===== config.mk =====
export PLATFORM = sky130hd
export DESIGN_NAME = ptsb_cordic
export DESIGN_NICKNAME = d
export VERILOG_FILES = /design/src/sv/ptsb_pkg.sv /design/src/sv/ptsb_cordic.sv
export SDC_FILE = /design/constraint.sdc
export NUM_CORES = 1
export LEC_CHECK = 0
export ABC_AREA = 0
export BUFFER_PORTS_ARGS = -buffer_cell sky130_fd_sc_hd__clkbuf_2
export CORE_UTILIZATION = 50
export CTS_CLUSTER_DIAMETER = 100
export DETAILED_ROUTE_END_ITERATION = 10
export PLACE_DENSITY = 0.68
export SLEW_MARGIN = 25
export SYNTH_ARGS = -nofsm -noshare
export SYNTH_HDL_FRONTEND = slang
export SYNTH_SLANG_ARGS = --single-unit

===== constraint.sdc =====
create_clock -name clk_i -period 13.95 [get_ports clk_i]
set_clock_uncertainty 0.05 [all_clocks]
set_input_delay 2.0925 -clock clk_i [delete_from_list [all_inputs] [get_ports clk_i]]
set_output_delay 2.0925 -clock clk_i [all_outputs]
set_load 0.01 [all_outputs]

===== src/sv/ptsb_pkg.sv =====
// Shared types, constants and the arctangent table for the planar scan binner.
// No dependencies; every other file of the block imports this package.
package ptsb_pkg;

  localparam int MAX_BINS = 1024;
  localparam int BIN_W = $clog2(MAX_BINS);
  localparam int CNT_W = $clog2(MAX_BINS + 1);
  localparam int HALF_TURN_BITS = 20;
  localparam int CORDIC_STEPS = 16;
  localparam int STEP_W = $clog2(CORDIC_STEPS);
  localparam int ANG_W = HALF_TURN_BITS + 2;
  localparam int CXY_W = 19;
  localparam int MUL_A_W = HALF_TURN_BITS;
  localparam int MUL_B_W = 17;
  localparam int PROD_W = MUL_A_W + MUL_B_W;

  typedef enum logic [1:0] {
    ACT_POINT = 2'd0,
    ACT_READ  = 2'd1,
    ACT_START = 2'd2,
    ACT_NONE  = 2'd3
  } action_e;

  typedef enum logic [2:0] {
    CFG_GROUND_SLOPE  = 3'd0,
    CFG_GROUND_HEIGHT = 3'd1,
    CFG_CAMERA_SLOPE  = 3'd2,
    CFG_CAMERA_HEIGHT = 3'd3,
    CFG_MIN_RANGE     = 3'd4,
    CFG_NUM_BINS      = 3'd5,
    CFG_POINT_SKIP    = 3'd6,
    CFG_UNUSED        = 3'd7
  } cfg_idx_e;

  // Control from the sequencer to the iterative units.
  typedef struct packed {
    logic              load;
    logic              step;
    logic [STEP_W-1:0] idx;
  } iter_ctrl_t;

  // atan(2^-i) in units of a half turn / 2^20.
  function automatic logic [ANG_W-1:0] atan_entry(input logic [STEP_W-1:0] i);
    logic [ANG_W-1:0] v;
    case (i)
      4'd0:    v = 22'd262144;
      4'd1:    v = 22'd154753;
      4'd2:    v = 22'd81767;
      4'd3:    v = 22'd41506;
      4'd4:    v = 22'd20834;
      4'd5:    v = 22'd10427;
      4'd6:    v = 22'd5215;
      4'd7:    v = 22'd2608;
      4'd8:    v = 22'd1304;
      4'd9:    v = 22'd652;
      4'd10:   v = 22'd326;
      4'd11:   v = 22'd163;
      4'd12:   v = 22'd81;
      4'd13:   v = 22'd41;
      4'd14:   v = 22'd20;
      default: v = 22'd10;
    endcase
    return v;
  endfunction

endpackage


===== src/sv/ptsb_cordic.sv =====
// Iterative CORDIC in vectoring mode: one micro-rotation per step.
// Depends on ptsb_pkg for the step control struct and the arctangent table.
module ptsb_cordic import ptsb_pkg::*; (
  input  logic                    clk_i,
  input  iter_ctrl_t              ctrl_i,
  input  logic signed [15:0]      x_i,
  input  logic signed [15:0]      y_i,
  output logic signed [ANG_W-1:0] z_o
);

  logic signed [CXY_W-1:0] cx_q, cx_d, cy_q, cy_d, dx, dy;
  logic signed [ANG_W-1:0] z_q, z_d;

  // Shift-add rotation towards the x axis; the shifts round towards minus infinity.
  always_comb begin
    dx = cy_q >>> ctrl_i.idx;
    dy = cx_q >>> ctrl_i.idx;
    cx_d = cx_q;
    cy_d = cy_q;
    z_d = z_q;
    if (ctrl_i.load) begin
      cx_d = CXY_W'(x_i);
      cy_d = CXY_W'(y_i);
      z_d = '0;
    end else if (ctrl_i.step) begin
      if (!cy_q[CXY_W-1]) begin
        cx_d = cx_q + dx;
        cy_d = cy_q - dy;
        z_d = z_q + $signed(atan_entry(ctrl_i.idx));
      end else begin
        cx_d = cx_q - dx;
        cy_d = cy_q + dy;
        z_d = z_q - $signed(atan_entry(ctrl_i.idx));
      end
    end
  end

  always_ff @(posedge clk_i) begin
    cx_q <= cx_d;
    cy_q <= cy_d;
    z_q <= z_d;
  end

  assign z_o = z_q;

endmodule


==> impl_metrics.json <==
{
  "area_growth_pct": 7.89,
  "clkSlewWorstSetupHoldPaths_ns": 0.06,
  "ctsResizeCount": 0,
  "yosysMostFrequentCell": "nand2_1",
  "postCtsHoldBufs": 0,
  "p_per_area_mw_per_mm2": 280,
  "netlist_top_cells_count": "nand2_1 (90), a21oi_1 (76), nor2_1 (73), ha_1 (69), o21ai_0 (67)",
  "worstSetupPathType": "primary input to flop",
  "synth_ff_type": "edfxtp_1",
  "fmax_ghz": 0.136,
  "peakVddDrop_mv": 0.162,
  "cap_violations": 0,
  "synth_warnings": 0,
  "die_area_mm2": 0.0175,
  "finalSetupTns_ns": 0,
  "totalWireLength_um": 21500,
  "cts.sinks": 60,
  "grt_setup_unrepaired": "false",
  "critPathRequiredTime_ns": 13.97,
  "synth_cell_type_count": 80,
  "grt_pass1_vias": 7150,
  "crit_fanout": 51,
  "seqPwrFrac_pct": 17.3,
  "first_pass_iters": 5,
  "vias": 7646,
  "io_pins": 61,
  "post-route-period-util_pct": 52.8,
  "ys_top_cells_by_area": "edfxtp_1 (13%), ha_1 (10%), xnor2_1 (6.4%), mux4_1 (5.9%), mux2i_1 (5.6%)",
  "status": "completed",
  "fin_util_pct": 55.1,
  "slowest_stage": "mux4_1",
  "cts_buffer_depth": 2,
  "synth_edf_count": 38,
  "grt_max_degree": 90,
  "maxSlewHeadroom_pct": 45.0,
  "worst_slew_pin_slew_ns": 0.824,
  "hold_viol": 0,
  "setup_violations": 0,
  "p_comb_share_pct": 73.1,
  "insertion_delay_ns": 0.35,
  "min_period_ns": 7.36,
  "post_cts_buffers": 0,
  "crit_path_max_incr_delay_ns": 0.67,
  "post_drt_wl_per_cell_um": 17.5,
  "cts_buffers": 9,
  "worst_setup_path_start_kind": "primary input",
  "gp_congestion": 0.970,
  "layout-drive-gt1-share_pct": 13.2,
  "place_ws_ns": 6.26,
  "antenna_found_initial": 0,
  "port_buffers": 60,
  "power_switching_mw": 1.21,
  "diodes": 0,
  "final_nets": 1116,
  "worstHoldPathType": "flop to flop",
  "via_per_inst": 6.22,
  "dp.cells": 1214,
  "cp_num_buf_inv": 3,
  "async_reset_ff_share_pct": 0,
  "yosysTopAreaCellShare_pct": 13.5,
  "cts_max_level": 3,
  "yosysTopAreaCell": "edfxtp_1",
  "maxSlewViolCount": 0,
  "tritoncts": "yes",
  "synth_nets": 1093,
  "root_buffer": "clkbuf_16",
  "power_switching_share_pct": 47.5,
  "critPathArrivalTime_ns": 7.38,
  "instances_no_fill": 1230,
  "overflow": 0,
  "leakage_nw": 3.98,
  "syn_area_mm2": 0.00847,
  "setup_ws_ns": 6.59,
  "start_util_pct": 51.1,
  "grt_pass1_wl_um": 35700,
  "syn_area_per_cell_um2": 8.62,
  "cp_cell_sequence": "clkbuf_2 -> buf_4 -> mux4_1 -> mux2_2 -> o21ai_0 -> ha_1 -> inv_1 -> o32ai_2 -> and3_1 -> nand3_1 -> nor3_1 -> or4_1 -> o211ai_1 -> ha_1 -> a21oi_1 -> nor3b_1 -> or3b_2 -> a31oi_1 -> xor2_1 -> o21ai_0",
  "die_h_um": 132,
  "endpoint_kind": "flop",
  "ys_ff_latch": 60,
  "p_int_mw": 1.34,
  "core_mm2": 0.0166,
  "clock_power_share_pct": 9.6,
  "hold_slack_ns": 0.441,
  "ant_nets": 0,
  "drc": 0,
  "rows": 47,
  "die_x_um": 132,
  "crit_family": "simple AND/OR/NAND/NOR gates",
  "place_hpwl_um": 15700,
  "grt.total_usage_pct": 25.5,
  "synth_sequential_area_ratio_pct": 18.7,
  "drt_iter0_drc": 659,
  "netlist_instances": 982
}
-- power groups by stage --
stage	combinational [mW]	sequential (mW)	clock, mW
finish	1.87	0.441	0.245
global route	2.09	0.454	0.255
CTS	1.86	0.439	0.250
detailed placement	1.84	0.441	0
global placement	1.82	0.440	0
floorplan	1.51	0.389	0
-- cells by family after synthesis --
family / Yosys count / synth area share [%]
buf+inv: 92 / 4.95
mux: 95 / 17.7
fa+ha+maj: 72 / 10.9
simple gates: 274 / 15.4
flops: 60 / 18.7
compound gates: 297 / 22.8
xor+xnor: 92 / 9.52
-- state kept, by name (all words and copies together) (netlist names) --
signal	count
cx_q	19
cy_q	19
z_o	22
-- cell usage in the layout (no fill, tap or decap), types with 19 or more instances in the layout --
master / synthesis / routed
inv_1: 35 / 35
xnor2_1: 62 / 62
xor2_1: 30 / 30
clkbuf_2: 0 / 59
a21o_1: 25 / 25
mux4_1: 19 / 19
dfxtp_1: 22 / 22
o21ai_0: 67 / 67
nor2_1: 73 / 73
edfxtp_1: 38 / 38
mux2i_1: 47 / 47
a21oi_1: 76 / 76
nand2_1: 90 / 90
ha_1: 69 / 69
-- metrics by stage --
step / cell area (um^2) / power (mW)
detailed placement: 8820 / 2.28
global route: 9140 / 2.80
finish: 9140 / 2.55
global placement: 8820 / 2.26
floorplan: 8470 / 1.90
CTS: 9140 / 2.55
-- worst paths after layout --
| kind | start | depth (start not counted) | to | slack, ns |
|---|---|---|---|---|
| hold / removal | z_o[0] | 2 | z_o[0] | 0.44 |
| setup reg to reg | cy_q[5] | 18 | cx_q[17] | 8.56 |
| hold reg to reg | z_o[0] | 2 | z_o[0] | 0.44 |
| setup / recovery | ctrl_i[0] | 20 | cx_q[17] | 6.59 |
-- worst min-delay path, delay by kind of cell, from the launching register on --
kind / cells / cell delay (ns)
DFF: 1 / 0.32
and+or+nand+nor: 1 / 0.08
AOI/OAI and AO/OA: 1 / 0.05
-- area by class of cell --
class / count / area [um^2]
Timing Repair Buffer: 68 / 360
Fill cell: 1539 / 7450
Tap cell: 220 / 275
Sequential cell: 60 / 1580
Inverter: 36 / 135
Clock buffer: 9 / 225
Multi-Input combinational cell: 830 / 6470
Clock inverter: 7 / 91.3
-- metal layers --
metal / up-vias / share of wire (%) / global-route usage [%]
met2: 311 / 47 / 42.9
met3: 45 / 7.0 / 4.31
met1: 3558 / 43 / 32.4
met4: 0 / 2.8 / 10.5
li1: 3732 / - / -
met5: - / 0 / 0
(Power assumes the default switching activity.)
