File: config.mk
export PLATFORM = sky130hd
export DESIGN_NAME = ptsb_isqrt
export DESIGN_NICKNAME = d
export VERILOG_FILES = /design/src/sv/ptsb_pkg.sv /design/src/sv/ptsb_isqrt.sv
export SDC_FILE = /design/constraint.sdc
export NUM_CORES = 1
export LEC_CHECK = 0
export BUFFER_PORTS_ARGS = -buffer_cell sky130_fd_sc_hd__buf_2
export CORE_MARGIN = 5
export CORE_UTILIZATION = 62
export CTS_CLUSTER_SIZE = 8
export DETAILED_ROUTE_END_ITERATION = 12
export GPL_TIMING_DRIVEN = 0
export PLACE_DENSITY = 0.81
export RECOVER_POWER = 25
export SLEW_MARGIN = 10
export SYNTH_ARGS = -nofsm -noshare
export SYNTH_HDL_FRONTEND = slang
export SYNTH_SLANG_ARGS = --single-unit
File: constraint.sdc
create_clock -name clk_i -period 11.7 [get_ports clk_i]
set_clock_uncertainty 0.05 [all_clocks]
set_input_delay 2.34 -clock clk_i [delete_from_list [all_inputs] [get_ports clk_i]]
set_output_delay 2.34 -clock clk_i [all_outputs]
set_load 0.02 [all_outputs]
File: src/sv/ptsb_pkg.sv
// Shared types, constants and the arctangent table for the planar scan binner.
// No dependencies; every other file of the block imports this package.
package ptsb_pkg;

  localparam int MAX_BINS = 1024;
  localparam int BIN_W = $clog2(MAX_BINS);
  localparam int CNT_W = $clog2(MAX_BINS + 1);
  localparam int HALF_TURN_BITS = 20;
  localparam int CORDIC_STEPS = 16;
  localparam int STEP_W = $clog2(CORDIC_STEPS);
  localparam int ANG_W = HALF_TURN_BITS + 2;
  localparam int CXY_W = 19;
  localparam int MUL_A_W = HALF_TURN_BITS;
  localparam int MUL_B_W = 17;
  localparam int PROD_W = MUL_A_W + MUL_B_W;

  typedef enum logic [1:0] {
    ACT_POINT = 2'd0,
    ACT_READ  = 2'd1,
    ACT_START = 2'd2,
    ACT_NONE  = 2'd3
  } action_e;

  typedef enum logic [2:0] {
    CFG_GROUND_SLOPE  = 3'd0,
    CFG_GROUND_HEIGHT = 3'd1,
    CFG_CAMERA_SLOPE  = 3'd2,
    CFG_CAMERA_HEIGHT = 3'd3,
    CFG_MIN_RANGE     = 3'd4,
    CFG_NUM_BINS      = 3'd5,
    CFG_POINT_SKIP    = 3'd6,
    CFG_UNUSED        = 3'd7
  } cfg_idx_e;

  // Control from the sequencer to the iterative units.
  typedef struct packed {
    logic              load;
    logic              step;
    logic [STEP_W-1:0] idx;
  } iter_ctrl_t;

  // atan(2^-i) in units of a half turn / 2^20.
  function automatic logic [ANG_W-1:0] atan_entry(input logic [STEP_W-1:0] i);
    logic [ANG_W-1:0] v;
    case (i)
      4'd0:    v = 22'd262144;
      4'd1:    v = 22'd154753;
      4'd2:    v = 22'd81767;
      4'd3:    v = 22'd41506;
      4'd4:    v = 22'd20834;
      4'd5:    v = 22'd10427;
      4'd6:    v = 22'd5215;
      4'd7:    v = 22'd2608;
      4'd8:    v = 22'd1304;
      4'd9:    v = 22'd652;
      4'd10:   v = 22'd326;
      4'd11:   v = 22'd163;
      4'd12:   v = 22'd81;
      4'd13:   v = 22'd41;
      4'd14:   v = 22'd20;
      default: v = 22'd10;
    endcase
    return v;
  endfunction

endpackage

File: src/sv/ptsb_isqrt.sv
// Bit-pair integer square root: one result bit per step over sixteen steps.
// Depends on ptsb_pkg for the step control struct.
module ptsb_isqrt import ptsb_pkg::*; (
  input  logic        clk_i,
  input  iter_ctrl_t  ctrl_i,
  input  logic [31:0] v_i,
  output logic [15:0] root_o
);

  logic [31:0] v_q, v_d, res_q, res_d, bitv, trial;

  // Trial subtraction of the current bit pair.
  always_comb begin
    bitv = 32'h4000_0000 >> {ctrl_i.idx, 1'b0};
    trial = res_q + bitv;
    v_d = v_q;
    res_d = res_q;
    if (ctrl_i.load) begin
      v_d = v_i;
      res_d = '0;
    end else if (ctrl_i.step) begin
      if (v_q >= trial) begin
        v_d = v_q - trial;
        res_d = (res_q >> 1) + bitv;
      end else begin
        res_d = res_q >> 1;
      end
    end
  end

  always_ff @(posedge clk_i) begin
    v_q <= v_d;
    res_q <= res_d;
  end

  assign root_o = res_q[15:0];

endmodule

==> impl_metrics.yaml <==
placement:
  numPlacedInstances: 1036
  gp_routability_congestion: 1.01
  detailed_place_hpwl_um: 14700
  port_buffers: 48
clock_network:
  post_cts_resize_count: 0
  cts_max_path_buffers: 2
  post-cts-setup-buffers: 0
  cts_made_buffers: 9
  clkLatencyLatePin_ps: 380
  cts_root_buf: "sky130_fd_sc_hd__clkbuf_8"
  tritoncts: "built"
  cts_hold_repair_buffers: 0
  cts.reportedPaths.clkPinSlew_ps: 70
  cts-htree-levels: 3
  clock-sinks: 64
logic_synthesis:
  post_synth_num_cell_types: 77
  synth_area_per_cell_um2: 7.89
  synth_fp_nets: 949
  yosysMostFrequentCell: "sky130_fd_sc_hd__nand2_1"
  synth.largest_area_cell: "sky130_fd_sc_hd__edfxtp_1"
  synth-edff-count: 32
  synth.yosys.warnings: 0
  async_reset_ff_share_pct: 0
  yosys_register_bits: 64
  synth.cell_area_um2: 6690
  yosysTopAreaCellShare_pct: 14.4
  synth_flop_cell: "sky130_fd_sc_hd__edfxtp_1"
  yosys-top-cells-count: "sky130_fd_sc_hd__nand2_1 (100), sky130_fd_sc_hd__nor2_1 (82), sky130_fd_sc_hd__o21ai_0 (75)"
  synth.yosys.seq_area_share_pct: 24.0
  synth_area_leaders: "sky130_fd_sc_hd__edfxtp_1 (14%), sky130_fd_sc_hd__ha_1 (12%), sky130_fd_sc_hd__dfxtp_1 (9.6%)"
  syn-instance-count: 847
worst_setup_path:
  critical_path.startpoint_type: "input port"
  required_ps: 11730
  crit_chain: "clkbuf_1 > or2b_1 > nor2_1 > ha_1 > nand3_1 > or4_4 > o21ai_1 > a21boi_0 > o21ai_1 > nand2_1 > xor2_1 > ha_1 > clkbuf_1 > nand2_1 > o21ai_0 > o2111ai_1 > a211oi_1 > nor2_1 > buf_2 > clkbuf_1 > o21ai_4 > buf_16"
  critical_path_buf_inv_count: 5
  reg2regPathDepth: 19
  worstSetupPathDepth: 22
  critical_path_at_ps: 8490
  timing.critical_path.fanout_max: 24
  critical_path_s_slowest_cell: "sky130_fd_sc_hd__o21ai_4"
  crit_family: "compound AO/OA/AOI/OAI gates"
  cp_common_cell: "sky130_fd_sc_hd__clkbuf_1"
  critical-path-max-stage-delay_ps: 510
  critical_path.endpoint_type: "flip-flop"
  crit_type: "in -> reg"
global_route:
  first_global_vias: 6563
  grt_overflow: 0
  grt_max_degree: 25
  grt_antenna_before_repair: 0
  first_pass_grt_wire_length_um: 31700
  grtUsageTotal_pct: 30.8
layout:
  multiInputGateArea_um2: 4660
  layoutNonFillerInstCount: 1052
  finish.net_count: 1009
  layout-drive-gt1-share_pct: 11.4
  syn_to_final_growth_pct: 9.21
  seqCellArea_um2: 1600
  final.fill_count: 938
  total_inserted_antenna_cells: 0
min_path:
  worstHoldPathType: "reg -> reg"
  whs_path_depth: 2
sta:
  setup_repair_after_global_routing_missed_its_margin: "false"
  layout_worst_path_cycle_share_pct: 72.3
  max_slew.worst_pin.slew_ps: 867
  finalSetupViolations: 0
  finalCriticalPeriod_ps: 8460
  max_freq_mhz: 118
  final-max-slew-violation-count: 0
  total_neg_setup_slack_ps: 0
  worst_slew_margin_rel_pct: 42.2
  finalHoldViolations: 0
floorplanning:
  chipHeight_um: 114
  start_util_pct: 62.5
  io_pins: 55
  rows: 38
  floorplan.core_area_um2: 10700
  total_die_area_um2: 13000
  width_of_the_chip_um: 114
route:
  drt_iter0_drc: 667
  route.antenna.remaining_nets: 0
  detail_route.first_pass.iterations: 6
  vias: 6833
  route.detailed.wl_per_inst_um: 18.7
  wl_um: 19700
  route.detailed.drc: 0
  viasPerCell: 6.50
pwr:
  leakage_uw: 0.00280
  power_density_nw_per_um2: 225
  max-vdd-ir-drop_uv: 159
outcome:
  status: "complete, no violations"
flow_run:
  timing.max_cap.violations: 0
==> sequential cells by signal (all words and copies together) (netlist names) <==
register,flops
res_q,32
v_q,32
==> report_power, final <==
part,switching (uW),total (uW),internal (uW)
Clock,95.7,191,94.9
Combinational,655,1070,414
Sequential,49.5,386,336
==> metal layers <==
metal | share of wire, % | GRT usage [%]
met1 | 42 | 40.7
met2 | 44 | 48.3
met3 | 10 | 5.94
met4 | 3.8 | 15.0
met5 | 0 | 0
==> cell families (layout without fill, tap and decap cells) <==
logic type	Yosys count	in the layout	synth area share (%)
AND/OR/NAND/NOR	282	282	19.5
AO/OA/AOI/OAI	266	266	26.7
buffers and inverters	87	152	6.36
adder cells (fa/ha/maj)	69	69	12.8
XOR/XNOR	68	68	8.91
flip-flops	64	64	24.0
multiplexers	11	11	1.72
==> cell usage in the layout (no fill, tap or decap), types with 7 or more instances in the layout <==
cell type,netlist,final
sky130_fd_sc_hd__xor2_1,29,29
sky130_fd_sc_hd__ha_1,62,62
sky130_fd_sc_hd__a221oi_1,9,10
sky130_fd_sc_hd__nand2_1,100,100
sky130_fd_sc_hd__nor3_1,16,16
sky130_fd_sc_hd__a211oi_1,16,16
sky130_fd_sc_hd__nand4_1,10,10
sky130_fd_sc_hd__clkbuf_8,0,12
sky130_fd_sc_hd__o21ai_0,75,74
sky130_fd_sc_hd__buf_4,16,8
sky130_fd_sc_hd__nor2_1,82,82
sky130_fd_sc_hd__or3_1,8,8
sky130_fd_sc_hd__nor2b_1,8,8
sky130_fd_sc_hd__nand2b_1,9,9
sky130_fd_sc_hd__mux2i_1,7,7
sky130_fd_sc_hd__a311oi_1,9,9
sky130_fd_sc_hd__a21oi_1,57,57
sky130_fd_sc_hd__buf_2,6,45
sky130_fd_sc_hd__a31oi_1,26,26
sky130_fd_sc_hd__clkbuf_1,31,44
sky130_fd_sc_hd__inv_1,27,27
sky130_fd_sc_hd__nand3_1,16,16
sky130_fd_sc_hd__dfxtp_1,32,32
sky130_fd_sc_hd__xnor2_1,39,39
sky130_fd_sc_hd__a21o_1,12,12
sky130_fd_sc_hd__clkbuf_4,0,8
sky130_fd_sc_hd__edfxtp_1,32,32
==> final cells by class <==
type | instances | share of cell area (%)
timing repair buffer | 49 | 3.53
multi-input combinational | 696 | 63.9
sequential | 64 | 21.9
tap | 140 | 2.40
inverter | 27 | 1.39
clock buffer | 16 | 2.47
buffer | 60 | 4.42
==> final timing paths <==
check	end	slack, ps	start
min	res_q[0]$_SDFFE_PP0P_	500	res_q[0]$_SDFFE_PP0P_
min reg2reg	res_q[0]$_SDFFE_PP0P_	500	res_q[0]$_SDFFE_PP0P_
max reg2reg	v_q[23]$_DFFE_PP_	5370	res_q[10]$_SDFFE_PP0P_
max	v_q[23]$_DFFE_PP_	3240	ctrl_i[1]
==> stage by stage <==
| step | total power [uW] | util (%) | area (um2) | hold slack (ps) | setup WS (ps) |
|---|---|---|---|---|---|
| 2_1_floorplan | 1170 | - | 6690 | 428 | 2720 |
| 3_3_place_gp | 1380 | 66.4 | 7100 | 460 | 286 |
| 3_5_place_dp | 1420 | 66.7 | 7140 | 489 | 3220 |
| 4_1_cts | 1620 | 68.4 | 7320 | 496 | 3580 |
| 5_1_grt | 1760 | 68.3 | 7300 | 534 | 2800 |
| 6_report | 1640 | 68.3 | 7300 | 498 | 3240 |
==> worst register-to-register path: cells and delay by family (launching register included) <==
kind	cells	cell delay, ps
flops	1	390
simple gates	5	1040
compound gates	7	2560
buf+inv	4	1140
fa+ha+maj	2	640
xor+xnor	1	180
Note: power is estimated with default switching activity, not from simulation.
